==> config.mk <==
export PLATFORM = sky130hd
export DESIGN_NAME = text_console_cursor_engine_top
export DESIGN_NICKNAME = d
export VERILOG_FILES = /design/src/design/cce_pkg.sv /design/src/design/cce_step.sv /design/src/design/text_console_cursor_engine_top.sv
export SDC_FILE = /design/constraint.sdc
export NUM_CORES = 1
export LEC_CHECK = 0
export BUFFER_PORTS_ARGS = -buffer_cell sky130_fd_sc_hd__buf_2
export CELL_PAD_IN_SITES_DETAIL_PLACEMENT = 0
export CELL_PAD_IN_SITES_GLOBAL_PLACEMENT = 1
export CORE_MARGIN = 5
export CORE_UTILIZATION = 36
export DETAILED_ROUTE_END_ITERATION = 8
export PLACE_DENSITY = 0.65
export SKIP_CTS_REPAIR_TIMING = 1
export SYNTH_ARGS = -nofsm -noshare
export SYNTH_HDL_FRONTEND = slang
export SYNTH_HIERARCHICAL = 1
export SYNTH_SLANG_ARGS = --single-unit
==> constraint.sdc <==
create_clock -name clk -period 4.06 [get_ports clk]
set_clock_uncertainty 0.2 [all_clocks]
set_input_delay 0.203 -clock clk [delete_from_list [all_inputs] [get_ports clk]]
set_output_delay 0.203 -clock clk [all_outputs]
set_load 0.03 [all_outputs]
==> src/design/cce_pkg.sv <==
// Shared types, codes and the color palette for the text console cursor engine.
// No dependencies; imported by cce_step and text_console_cursor_engine_top.
`timescale 1ns / 1ps
`default_nettype none

package cce_pkg;

  // Control bytes
  localparam logic [7:0] CH_BACKSPACE  = 8'h08;
  localparam logic [7:0] CH_NEWLINE    = 8'h0A;
  localparam logic [7:0] CH_COLOUR_ESC = 8'hFE;

  // Configuration register indexes
  localparam logic [1:0] REG_COLUMNS    = 2'd0;
  localparam logic [1:0] REG_ROWS       = 2'd1;
  localparam logic [1:0] REG_CLEAR_CODE = 2'd2;

  // Configuration reset values
  localparam logic [8:0] COLUMNS_RST    = 9'd80;
  localparam logic [7:0] ROWS_RST       = 8'd25;
  localparam logic [7:0] CLEAR_CODE_RST = 8'd12;
  localparam logic [7:0] COLOUR_IDX_RST = 8'd1;

  // Display command codes
  typedef enum logic [2:0] {
    ACT_NONE   = 3'd0,
    ACT_DRAW   = 3'd1,
    ACT_ERASE  = 3'd2,
    ACT_SCROLL = 3'd3,
    ACT_CLEAR  = 3'd4
  } action_t;

  typedef struct packed {
    logic [8:0] columns;
    logic [7:0] rows;
    logic [7:0] clear_code;
  } cfg_t;

  typedef struct packed {
    logic [7:0] col;
    logic [6:0] row;
    logic [7:0] colour_index;
    logic       await_colour;
  } cursor_state_t;

  typedef struct packed {
    action_t     action;
    logic [7:0]  cell_x;
    logic [6:0]  cell_y;
    logic [7:0]  glyph;
    logic [23:0] glyph_colour;
  } cmd_t;

  // Palette lookup; unlisted indexes are black
  function automatic logic [23:0] rgb_of(input logic [7:0] idx);
    logic [23:0] rgb;
    unique case (idx)
      8'd1:    rgb = 24'h989898;
      8'd2:    rgb = 24'hFFFFFF;
      8'd3:    rgb = 24'h0080FF;
      8'd4:    rgb = 24'h008000;
      8'd5:    rgb = 24'hFF5050;
      default: rgb = 24'h000000;
    endcase
    return rgb;
  endfunction

endpackage

`default_nettype wire

==> src/design/cce_step.sv <==
// Single-pass decode of one console byte: next cursor state and display commands.
// Depends on cce_pkg.
`timescale 1ns / 1ps
`default_nettype none

module cce_step import cce_pkg::*; (
  input  wire logic [7:0]    char_byte,
  input  wire cfg_t          cfg,
  input  wire cursor_state_t cur,
  output cursor_state_t      nxt,
  output cmd_t               cmd,
  output logic               scroll_after
);

  logic [8:0] eff_cols;
  logic [7:0] eff_rows;
  logic [7:0] last_col;
  logic [6:0] last_row;
  logic       col_wrap;
  logic       row_fits;

  // Saturate the geometry registers into their used ranges
  always_comb begin
    if (cfg.columns == 9'd0) begin
      eff_cols = 9'd1;
    end else if (cfg.columns > 9'd256) begin
      eff_cols = 9'd256;
    end else begin
      eff_cols = cfg.columns;
    end
    if (cfg.rows == 8'd0) begin
      eff_rows = 8'd1;
    end else if (cfg.rows > 8'd128) begin
      eff_rows = 8'd128;
    end else begin
      eff_rows = cfg.rows;
    end
  end

  assign last_col = 8'(eff_cols - 9'd1);
  assign last_row = 7'(eff_rows - 8'd1);
  assign col_wrap = ({1'b0, cur.col} + 9'd1) >= eff_cols;
  assign row_fits = ({1'b0, cur.row} + 8'd1) < eff_rows;

  // Decode in priority order: pending escape, backspace, newline, clear, escape, glyph
  always_comb begin
    nxt          = cur;
    cmd          = '{action: ACT_NONE, cell_x: 8'd0, cell_y: 7'd0,
                     glyph: 8'd0, glyph_colour: 24'd0};
    scroll_after = 1'b0;
    priority if (cur.await_colour) begin
      nxt.await_colour = 1'b0;
      nxt.colour_index = char_byte;
    end else if (char_byte == CH_BACKSPACE) begin
      if (cur.col != 8'd0) begin
        nxt.col    = cur.col - 8'd1;
        cmd.action = ACT_ERASE;
        cmd.cell_x = cur.col - 8'd1;
        cmd.cell_y = cur.row;
      end else if (cur.row != 7'd0) begin
        nxt.row    = cur.row - 7'd1;
        nxt.col    = last_col;
        cmd.action = ACT_ERASE;
        cmd.cell_x = last_col;
        cmd.cell_y = cur.row - 7'd1;
      end
    end else if (char_byte == CH_NEWLINE) begin
      nxt.col = 8'd0;
      if (row_fits) begin
        nxt.row = cur.row + 7'd1;
      end else begin
        nxt.row    = last_row;
        cmd.action = ACT_SCROLL;
      end
    end else if (char_byte == cfg.clear_code) begin
      nxt.col    = 8'd0;
      nxt.row    = 7'd0;
      cmd.action = ACT_CLEAR;
    end else if (char_byte == CH_COLOUR_ESC) begin
      nxt.await_colour = 1'b1;
    end else begin
      cmd.action       = ACT_DRAW;
      cmd.cell_x       = cur.col;
      cmd.cell_y       = cur.row;
      cmd.glyph        = char_byte;
      cmd.glyph_colour = rgb_of(cur.colour_index);
      if (col_wrap) begin
        nxt.col = 8'd0;
        if (row_fits) begin
          nxt.row = cur.row + 7'd1;
        end else begin
          nxt.row      = last_row;
          scroll_after = 1'b1;
        end
      end else begin
        nxt.col = cur.col + 8'd1;
      end
    end
  end

endmodule

`default_nettype wire

==> src/design/text_console_cursor_engine_top.sv <==
// A byte accepted at one edge shows its first result in the next cycle.
// Throughput: one byte per cycle while out_ready is high; a wrapping draw holds the
// output register for two transactions, so the next byte waits for the scroll.
// Reset (rst, synchronous): cursor at the origin, color index 1, no escape pending,
// columns 80, rows 25, clear code 12, output register empty.
// Top level of the text console cursor engine; depends on cce_pkg and cce_step.
`timescale 1ns / 1ps
`default_nettype none

module text_console_cursor_engine_top import cce_pkg::*; (
  input  wire logic        clk,
  input  wire logic        rst,
  // configuration write port
  input  wire logic        cfg_we,
  input  wire logic [1:0]  cfg_index,
  input  wire logic [8:0]  cfg_data,
  // character input
  input  wire logic        in_valid,
  output logic             in_ready,
  input  wire logic [7:0]  char_byte,
  // display commands
  output logic             out_valid,
  input  wire logic        out_ready,
  output logic [2:0]       action,
  output logic [7:0]       cell_x,
  output logic [6:0]       cell_y,
  output logic [7:0]       glyph,
  output logic [23:0]      glyph_colour,
  output logic [7:0]       cursor_x,
  output logic [6:0]       cursor_y,
  output logic [23:0]      cursor_colour,
  output logic             last
);

  cfg_t          cfg;
  cursor_state_t cur;
  cursor_state_t cur_next;
  cmd_t          cmd;
  logic          scroll_after;
  logic          scroll_pend;
  logic          load;
  logic          pop;
  action_t       action_q;

  // Accept when the output register is empty or drains its final result now
  assign in_ready = !out_valid || (out_ready && !scroll_pend);
  assign load     = in_valid && in_ready;
  assign pop      = out_valid && out_ready;

  cce_step u_step (
    .char_byte    (char_byte),
    .cfg          (cfg),
    .cur          (cur),
    .nxt          (cur_next),
    .cmd          (cmd),
    .scroll_after (scroll_after)
  );

  // Configuration registers
  always_ff @(posedge clk) begin
    if (rst) begin
      cfg.columns    <= COLUMNS_RST;
      cfg.rows       <= ROWS_RST;
      cfg.clear_code <= CLEAR_CODE_RST;
    end else if (cfg_we) begin
      unique case (cfg_index)
        REG_COLUMNS:    cfg.columns    <= cfg_data;
        REG_ROWS:       cfg.rows       <= cfg_data[7:0];
        REG_CLEAR_CODE: cfg.clear_code <= cfg_data[7:0];
        default:        ;
      endcase
    end
  end

  // Cursor state and output control
  always_ff @(posedge clk) begin
    if (rst) begin
      cur.col          <= 8'd0;
      cur.row          <= 7'd0;
      cur.colour_index <= COLOUR_IDX_RST;
      cur.await_colour <= 1'b0;
      out_valid        <= 1'b0;
      scroll_pend      <= 1'b0;
    end else if (load) begin
      cur         <= cur_next;
      out_valid   <= 1'b1;
      scroll_pend <= scroll_after;
    end else if (pop) begin
      if (scroll_pend) begin
        scroll_pend <= 1'b0;
      end else begin
        out_valid <= 1'b0;
      end
    end
  end

  // Result payload; the pending scroll replaces the draw once it is taken
  always_ff @(posedge clk) begin
    if (load) begin
      action_q      <= cmd.action;
      cell_x        <= cmd.cell_x;
      cell_y        <= cmd.cell_y;
      glyph         <= cmd.glyph;
      glyph_colour  <= cmd.glyph_colour;
      cursor_x      <= cur_next.col;
      cursor_y      <= cur_next.row;
      cursor_colour <= rgb_of(cur_next.colour_index);
      last          <= !scroll_after;
    end else if (pop && scroll_pend) begin
      action_q     <= ACT_SCROLL;
      cell_x       <= 8'd0;
      cell_y       <= 7'd0;
      glyph        <= 8'd0;
      glyph_colour <= 24'd0;
      last         <= 1'b1;
    end
  end

  assign action = action_q;

  // A pending scroll always sits behind a shown, non-final draw
  a_pend_behind_draw: assert property (@(posedge clk) disable iff (rst)
    scroll_pend |-> (out_valid && action_q == ACT_DRAW && !last))
    else $error("scroll pending without a draw in the output register");

  // Taking the draw exposes the scroll as the final result
  a_scroll_follows: assert property (@(posedge clk) disable iff (rst)
    (scroll_pend && out_ready) |=> (out_valid && action_q == ACT_SCROLL && last))
    else $error("scroll did not follow a wrapping draw");

  // No byte is taken while a pending scroll is still owed
  a_no_load_on_pend: assert property (@(posedge clk) disable iff (rst)
    scroll_pend |-> !load)
    else $error("byte accepted while a scroll is pending");

  // A scroll leaves the cursor in column zero
  a_scroll_col: assert property (@(posedge clk) disable iff (rst)
    (out_valid && action_q == ACT_SCROLL) |-> (cursor_x == 8'd0))
    else $error("scroll result with cursor off column zero");

endmodule

`default_nettype wire
==> run_results.csv, run 1 <==
group,metric,value,unit
status,status,"finished clean",
yosys,syn-mean-instance-area,9.72,µm²
global_route,gr-usage-met3,3.91,%
yosys,synth_simple_gate_area_share,22.9,%
drt,post_drt_wl_per_cell,17.4,µm
drt,finalWirelength,21.3,mm
finish,area_delta_synth_final,18.7,%
die,fp.dieArea,0.0253,mm²
clocking,clock_latency,0.43,ns
worst_setup_path,critPathLaunch,"cfg[17]",
drt,drtIter0Drc,440,
drt,dr_total_vias,6284,
place,gp_congestion,0.852,
clocking,root_buffer,"clkbuf_16",
place,portBuffers,115,
global_route,antenna_found_initial,0,
die,num_rows,54,
worst_setup_path,r2r_slack,0.38,ns
place,dp.cells,1178,
drt,drc,0,
yosys,post_synth_instance_area,0.00798,mm²
place,place_hpwl,15.6,mm
die,initial_utilization,36.6,%
worst_setup_path,critPathSlowestCell,"or4_4",
clocking,cts_tree,"done",
drt,dr.pass1.iters,5,
worst_setup_path,r2r_cells,13,
worst_setup_path,crit_type,"reg2reg",
yosys,syn-num-nets,869,
yosys,yosys_register_bits,126,
worst_setup_path,cp_num_cells,13,
worst_setup_path,worstPathMaxFanout,4,
global_route,grt-busiest-layer,"met1",
worst_setup_path,worst_path_most_repeated_cell,"nand2b_1",
run,cap_violations,0,
worst_setup_path,crit_path_max_incr_delay,0.55,ns
finish,antenna_cells,0,
timing,relSlewSlack,27.7,%
global_route,grt_max_degree,100,
power,leakagePower,0.00395,µW
yosys,synth.most_common_cell,"edfxtp_1",
clocking,cts_sinks,126,
finish,layout-drive-gt1-share,23.6,%
clocking,path_clk_slew,0.06,ns
timing,max_clock_freq,271,MHz
global_route,grt_pass1_wl,34.8,mm
timing,setup_tns,0,ns
die,dieWidth,159,µm
power,powerDensity,361,mW/mm²
yosys,syn_inst,821,
clocking,numCtsBuffers,17,
finish,fillCellCount,2175,
worst_setup_path,required,4.12,ns
timing,final.period_utilization,90.8,%
worst_setup_path,reg2reg_to,"cur[12]",
worst_setup_path,r2r-start,"cfg[17]",
yosys,synth_compound_area_share,13.8,%
worst_setup_path,arrival,3.75,ns
finish,nets,980,
yosys,synth_top_area_share,28.2,%
die,io_pins,116,
worst_setup_path,start_kind,"flop",
yosys,synthTopCellsByArea,"edfxtp_1 28%, dfxtp_1 13%, mux2i_1 6.1%, nand2b_1 4.9%, and2_1 4.4%",
yosys,ys.flop_type,"edfxtp_1",
worst_setup_path,path_delay_family,"simple AND/OR/NAND/NOR gates",
worst_setup_path,endpoint_kind,"flop",
clocking,htreeDepth,4,
min_path,hold_path_class,"in2reg",
yosys,ys_async_sr_fraction,0,%
global_route,grt_pass1_vias,6119,
yosys,yosysWarnings,6,
worst_setup_path,path_buf_inv,1,
yosys,synth_edf_count,75,
timing,rsz0062_at_grt,"false",
yosys,yosys.area.top_type,"edfxtp_1",
drt,routed_via_density,5.13,
yosys,synth-xor-area-share,3.40,%
finish,layout.cells.non_filler,1225,
yosys,synth_fa_ha_area_share,3.76,%
timing,worstMarginPinSlew,1.08,ns
die,core,0.0218,mm²
timing,finalCriticalPeriod,3.68,ns
yosys,ys_seq_area_share,41.0,%
timing,setup_violations,0,
global_route,use_met2,24.6,%
yosys,synth.distinct_cells,83,
timing,hold_viol_final,0,
die,die_h,159,µm
yosys,synth_top_family_by_area,"simple AND/OR/NAND/NOR gates",
global_route,grt_overflow,0,
power,vdd_drop_max,0.229,mV
drt,antenna_left,0,
global_route,track_usage,16.8,%
global_route,grtUsageMet1,24.6,%
worst_setup_path,crit_chain,"or4_4, o31a_1, nor2_1, ha_1, nand2b_1, a2111oi_1, nor4_1, or2_1, buf_4, a221oi_1, a21oi_1, nand2b_1, mux2i_1",
yosys,synth_common_cells,"75 x edfxtp_1, 70 x nor2_1, 63 x nand2b_1",
clocking,clockBufferDepth,2,
yosys,yosys-mux-area-fraction,7.55,%
timing,maxSlewViolCount,0,
worst_setup_path,critPathCapture,"cur[12]",
-- cells in the final DEF, fill, tap and decap left out, types with 18 or more instances in the layout --
master / instances
a21oi_1: 28
and2_1: 56
buf_2: 115
buf_4: 40
dfxtp_1: 50
edfxtp_1: 75
ha_1: 24
inv_1: 22
mux2i_1: 49
nand2_1: 39
nand2b_1: 63
nor2_1: 70
nor3_1: 29
o21ai_0: 19
xnor2_1: 18
-- tightest hold or removal path, stage by stage --
cell	delay (ns)
buf_2	0.12
nand3b_1	0.11
o221a_2	0.17
nor2_1	0.03
-- flip-flops by register name, indices dropped and copies added (netlist names), 3 cells and up --
name           flops
cfg               25
cur               24
glyph_colour      24
cursor_colour      9
cell_x             8
cursor_x           8
glyph              8
cell_y             7
cursor_y           7
action             3
-- stage by stage --
stage	total power [µW]	area [µm²]	utilization (%)	setup WS (ns)	hold WS [ns]
after CTS	3460	9310	42.7	0.228	-0.193
after floorplan	1790	7980	-	0.125	0.120
after global routing	3580	9480	43.4	0.00438	0.0753
after detailed placement	1910	8710	39.9	0.268	0.251
final	3420	9480	43.4	0.375	0.0643
after global placement	1910	8710	39.9	0.380	0.249
-- cell type report --
| type | instances | area, µm² | share of cell area, % |
|---|---|---|---|
| Inverter | 25 | 93.8 | 0.990 |
| Tap cell | 280 | 350 | 3.70 |
| Sequential cell | 126 | 3270 | 34.5 |
| Clock buffer | 17 | 425 | 4.49 |
| Timing Repair Buffer | 168 | 1030 | 10.8 |
| Multi-Input combinational cell | 594 | 4140 | 43.6 |
| Clock inverter | 15 | 173 | 1.82 |
-- power by group --
part	internal (µW)	switching (µW)
sequential	1410	28.8
clock	879	652
combinational	160	291
-- worst min path at each step --
stage	startpoint	end	slack (ns)	cells past startpoint
final	out_ready	scroll_pend	0.06	4
after CTS	cfg_data[8]	cfg[24]	-0.19	3
after global routing	char_byte[6]	glyph[6]	0.08	3
after floorplan	in_valid	out_valid	0.12	2
after detailed placement	cfg_data[8]	cfg[24]	0.25	3
after global placement	cfg_data[8]	cfg[24]	0.25	3
-- metal layers --
metal,wire length (µm),vias to the layer above
li1,-,3165
met1,10800,2953
met2,9220,148
met3,975,18
met4,268,0
met5,0,-
-- kinds of logic (layout without fill, tap and decap cells) --
kind of cell    count (synthesis)  count (layout)
buf+inv                       101             225
compound gates                150             150
simple gates                  330             330
mux                            59              59
flops                         126             126
fa+ha+maj                      24              24
xor+xnor                       31              31
No activity file was read; power rests on OpenSTA's default activity.
==> run 2: changes to the inputs <==
--- a/config.mk
+++ b/config.mk
@@ -12,2 +12,3 @@
 export CORE_UTILIZATION = 36
+export CTS_CLUSTER_SIZE = 20
 export DETAILED_ROUTE_END_ITERATION = 8
==> constraint.sdc (replaced) <==
create_clock -name clk -period 4.06 [get_ports clk]
set_clock_uncertainty 0.2 [all_clocks]
set_input_delay 0.812 -clock clk [delete_from_list [all_inputs] [get_ports clk]]
set_output_delay 0.812 -clock clk [all_outputs]
set_load 0.03 [all_outputs]
==> run 2 against run 1 <==
Net effect: critical path type unchanged; die area unchanged; clock power about the same; utilization decreased by 0.69 points; sequential power about the same; via count increased by 2.0%; largest power group unchanged; critical endpoint is now cur[15].
==> run_results.csv, run 2 (same netlist as run 1, synthesis figures left out) <==
group,metric,value,unit
status,status,"finished clean",
finish,area_delta_synth_final,16.8,%
timing,relSlewSlack,37.5,%
clocking,numCtsBuffers,17,
clocking,clock_latency,0.43,ns
drt,routed_via_density,5.28,
power,powerDensity,365,mW/mm²
timing,timing.hold.ws,0.290,ns
worst_setup_path,r2r-start,"cur[11]",
timing,rsz0062_at_grt,"false",
timing,worstMarginPinSlew,0.933,ns
worst_setup_path,start_kind,"flop",
global_route,grt_pass1_wl,34.4,mm
drt,finalWirelength,21.4,mm
min_path,hp-start,"cur[7]",
timing,setup_violations,0,
drt,dr.pass1.iters,5,
drt,dr_total_vias,6408,
worst_setup_path,worstPathMaxFanout,13,
die,io_pins,116,
timing,finalCriticalPeriod,3.78,ns
timing,setup_tns,0,ns
power,leakagePower,0.00389,µW
finish,antenna_cells,0,
clocking,root_buffer,"clkbuf_16",
finish,final_common_cell,"buf_2",
min_path,hold_path_class,"reg2reg",
finish,layout-drive-gt1-share,23.9,%
timing,final.period_utilization,93.0,%
die,fp.dieArea,0.0253,mm²
die,core,0.0218,mm²
drt,drtIter0Drc,464,
worst_setup_path,crit_path_max_incr_delay,0.59,ns
finish,largest_reg_flops,25,
global_route,grt_max_degree,72,
clocking,cts_tree,"done",
place,gp_congestion,0.893,
die,num_rows,54,
worst_setup_path,required,4.17,ns
timing,maxSlewViolCount,0,
place,place_hpwl,15.9,mm
worst_setup_path,critPathLaunch,"cur[11]",
place,portBuffers,115,
die,initial_utilization,36.6,%
finish,nets,969,
finish,top_register,"cfg",
worst_setup_path,path_buf_inv,2,
finish,layout_common_cells,"115 x buf_2, 75 x edfxtp_1, 69 x nor2_1, 63 x nand2b_1, 56 x and2_1",
power,vdd_drop_max,0.247,mV
clocking,htreeDepth,4,
timing,max_clock_freq,265,MHz
clocking,clockBufferDepth,2,
die,dieWidth,159,µm
drt,post_drt_wl_per_cell,17.6,µm
finish,top_regs,"cfg x25, cur x24, glyph_colour x24",
worst_setup_path,crit_type,"reg2reg",
timing,hold_viol_final,0,
place,dp.cells,1182,
drt,antenna_left,0,
die,die_h,159,µm
worst_setup_path,path_delay_family,"compound AO/OA/AOI/OAI gates",
finish,layout.cells.non_filler,1214,
clocking,cts_sinks,126,
worst_setup_path,arrival,3.88,ns
global_route,antenna_found_initial,0,
drt,drc,0,
run,cap_violations,0,
global_route,grt_overflow,0,
global_route,track_usage,16.6,%
clocking,path_clk_slew,0.07,ns
worst_setup_path,critPathSlowestCell,"a211oi_4",
worst_setup_path,crit_chain,"inv_1, nor3_1, buf_4, and3_1, and3_1, ha_1, o2111a_1, a211oi_1, a211oi_4, mux2_1, a211oi_1, o21ai_1, nand2b_1, mux2i_1",
global_route,grt_pass1_vias,6054,
worst_setup_path,endpoint_kind,"flop",
[run 2: cell count changes in the layout (fill, tap and decap cells not counted), moves of 2 or more]
| cell | previous run | this run |
|---|---|---|
| dlygate4sd3_1 | 11 | 0 |
| buf_12 | 2 | 0 |
| buf_4 | 40 | 42 |
| clkinv_4 | 4 | 2 |
| clkinv_8 | 1 | 3 |
[run 2: final timing paths]
kind                   to  slack [ns]  depth (start not counted)
setup / recovery  cur[15]        0.28                         14
hold / removal     cur[7]        0.29                          2
hold reg to reg    cur[7]        0.29                          2
setup reg to reg  cur[15]        0.28                         14
[run 2: cell type report]
cell class                      count  area (µm²)
Clock inverter                     15         168
Clock buffer                       17         425
Sequential cell                   126        3270
Tap cell                          280         350
Timing Repair Buffer              157         891
Fill cell                        2195       12500
Inverter                           25        93.8
Multi-Input combinational cell    594        4130
[run 2: tightest hold or removal path, cell delays in order, from the launching register on]
cell	delay, ns
dfxtp_1	0.33
nand2b_1	0.07
mux2i_1	0.05
[run 2: per-stage QoR]
stage | power (µW) | area [µm²] | utilization, % | setup slack (ns)
floorplan | 1790 | 7980 | - | 0.0190
global placement | 1910 | 8730 | 40.0 | 0.298
detailed placement | 1910 | 8730 | 40.0 | 0.223
CTS | 3450 | 9320 | 42.7 | 0.190
global route | 3550 | 9330 | 42.7 | 0.0514
finish | 3410 | 9330 | 42.7 | 0.283
[run 2: metal layers]
layer	share of wire, %	track usage [%]
met1	49	23.8
met2	45	25.2
met3	5.6	3.27
met4	1.2	5.12
met5	0	0
[run 2: power breakdown]
part	switching (µW)	total (µW)	internal, µW
Sequential	28.9	1440	1410
Clock	701	1530	828
Combinational	289	439	150
Total	1020	3410	2390
==> run 3: changes to the inputs <==
BUFFER_PORTS_ARGS = default   (was -buffer_cell sky130_fd_sc_hd__buf_2)
DONT_BUFFER_PORTS = 1   (was default)
PLACE_DENSITY = 0.59   (was 0.65)
==> run 3 against run 2 <==
Net effect: via count fell by 5.1%; non-clock buffer count is 115 lower; sequential share of layout area rose by 1.9 points; critical endpoint is now cursor_y[6].
==> run_results.csv, run 3 (same netlist as run 1, synthesis figures left out) <==
group,metric,value,unit
die,fp.dieArea,0.0253,mm²
finish,final_common_cell,"edfxtp_1",
die,initial_utilization,36.6,%
worst_setup_path,worstPathMaxFanout,12,
worst_setup_path,critPathLaunch,"cur[9]",
timing,worstMarginPinSlew,1.08,ns
timing,finalCriticalPeriod,3.86,ns
power,internal_power,2570,µW
power,vdd_drop_max,0.266,mV
worst_setup_path,r2r_cells,12,
power,power.total,3490,µW
drt,dr.pass1.iters,7,
global_route,grt_pass1_vias,5834,
finish,antenna_cells,0,
worst_setup_path,crit_chain,"inv_1, nor3_1, and3_1, xnor2_1, ha_1, a21o_1, a2111oi_2, a211oi_4, buf_12, mux2_1, a211oi_1, o21ai_1",
worst_setup_path,endpoint_kind,"flop",
worst_setup_path,r2r_slack,0.20,ns
clocking,root_buffer,"clkbuf_16",
worst_setup_path,critPathSlowestCell,"dfxtp_1",
worst_setup_path,arrival,3.82,ns
worst_setup_path,start_kind,"flop",
clocking,htreeDepth,4,
clocking,clockBufferDepth,2,
timing,hold_viol_final,0,
drt,routed_via_density,5.54,
status,status,"finished clean",
global_route,grt_pass1_wl,34.3,mm
finish,top_register,"cfg",
die,dieWidth,159,µm
timing,max_clock_freq,259,MHz
drt,post_drt_wl_per_cell,20.2,µm
timing,maxSlewViolCount,0,
finish,finalCoreUtilization,40.5,%
global_route,grt_overflow,0,
worst_setup_path,required,4.02,ns
timing,final.period_utilization,95.2,%
global_route,grt_max_degree,76,
clocking,path_clk_slew,0.06,ns
timing,timing.hold.ws,0.276,ns
timing,setup_ws,0.196,ns
power,switching_share,26.2,%
worst_setup_path,crit_type,"reg2reg",
worst_setup_path,critPathCapture,"cursor_y[6]",
min_path,hold_path_class,"in2reg",
die,die_h,159,µm
place,dp_slack,0.267,ns
clocking,cts_tree,"done",
die,num_rows,54,
finish,area_delta_synth_final,10.8,%
finish,ff_latch_area,0.00327,mm²
timing,setup_violations,0,
finish,top_regs,"cfg x25, cur x24, glyph_colour x24",
power,p_switching,912,µW
die,core,0.0218,mm²
worst_setup_path,crit_path_max_incr_delay,0.53,ns
drt,drc,0,
die,io_pins,116,
global_route,antenna_found_initial,0,
global_route,track_usage,16.9,%
finish,multiInputGateArea,0.00413,mm²
clocking,cts_sinks,126,
place,gp_congestion,0.828,
place,dp.cells,1065,
power,p_clk_share,47.6,%
finish,layout_common_cells,"75 x edfxtp_1, 70 x nor2_1, 63 x nand2b_1, 56 x and2_1, 51 x dfxtp_1",
worst_setup_path,r2r-start,"cur[9]",
timing,relSlewSlack,28.1,%
power,power_frac_seq,44.0,%
place,portBuffers,0,
clocking,clock_latency,0.42,ns
drt,antenna_left,0,
drt,dr_total_vias,6083,
power,powerDensity,394,mW/mm²
drt,finalWirelength,22.2,mm
finish,layout-drive-gt1-share,13.1,%
place,place_hpwl,16.4,mm
power,pwr-share-comb,8.4,%
worst_setup_path,reg2reg_to,"cursor_y[6]",
power,leakagePower,0.00345,µW
clocking,numCtsBuffers,17,
drt,drtIter0Drc,553,
finish,fillCellCount,2159,
finish,largest_reg_flops,25,
finish,layout.cells.non_filler,1098,
finish,nets,854,
run,cap_violations,0,
-- run 3: cell count changes in the layout (fill, tap and decap cells not counted), moves of 2 or more --
cell	delta
inv_8	-5
inv_6	+2
bufinv_16	+4
buf_4	-4
buf_12	+4
buf_2	-115
clkinv_8	-3
-- run 3: routing by layer --
layer	wire [µm]	track usage (%)	vias up	part of all wire, %
met3	1500	4.33	22	6.8
met4	363	4.46	0	1.6
met5	0	0	-	0
li1	-	-	2906	-
met1	10200	23.7	2931	46
met2	10100	26.1	224	46
-- run 3: how the worst min path moves through the flow --
stage,depth (start not counted),endpoint,from
final,1,out_valid,rst
after global routing,1,scroll_pend,rst
after global placement,2,cur[5],cur[5]
after CTS,1,out_valid,rst
after detailed placement,2,cur[6],cur[6]
after floorplan,2,cur[11],cur[11]
-- run 3: stage by stage --
| stage | cell area, µm² | setup TNS, ns |
|---|---|---|
| after floorplan | 7980 | 0 |
| after global placement | 8180 | 0 |
| after detailed placement | 8180 | 0 |
| after CTS | 8810 | 0 |
| after global routing | 8840 | -0.0100 |
| final | 8840 | 0 |
-- run 3: power by group through the flow --
stage          registers, µW  clock network [µW]  logic, µW
2_1_floorplan           1550                   0        242
3_3_place_gp            1560                   0        282
3_5_place_dp            1570                   0        285
4_1_cts                 1540                1690        286
5_1_grt                 1540                1740        319
6_report                1540                1660        291
-- run 3: cell type report --
cell class	count	share of cell area, %
multi-input cells	594	46.7
flip-flops and latches	126	37.0
clock buffers	17	4.81
repair buffers	42	4.13
well taps	280	3.96
clock inverters	14	2.32
inverters	25	1.06
-- run 3: critical path: cells and delay by family, from the launching register on --
family,cells,cell delay [ns]
xor gates and xnor gates,1,0.11
and+or+nand+nor,2,0.73
adders and majority gates,1,0.20
buffers and inverters,2,0.27
DFF,1,0.53
AOI/OAI and AO/OA,5,1.22
muxes,1,0.35
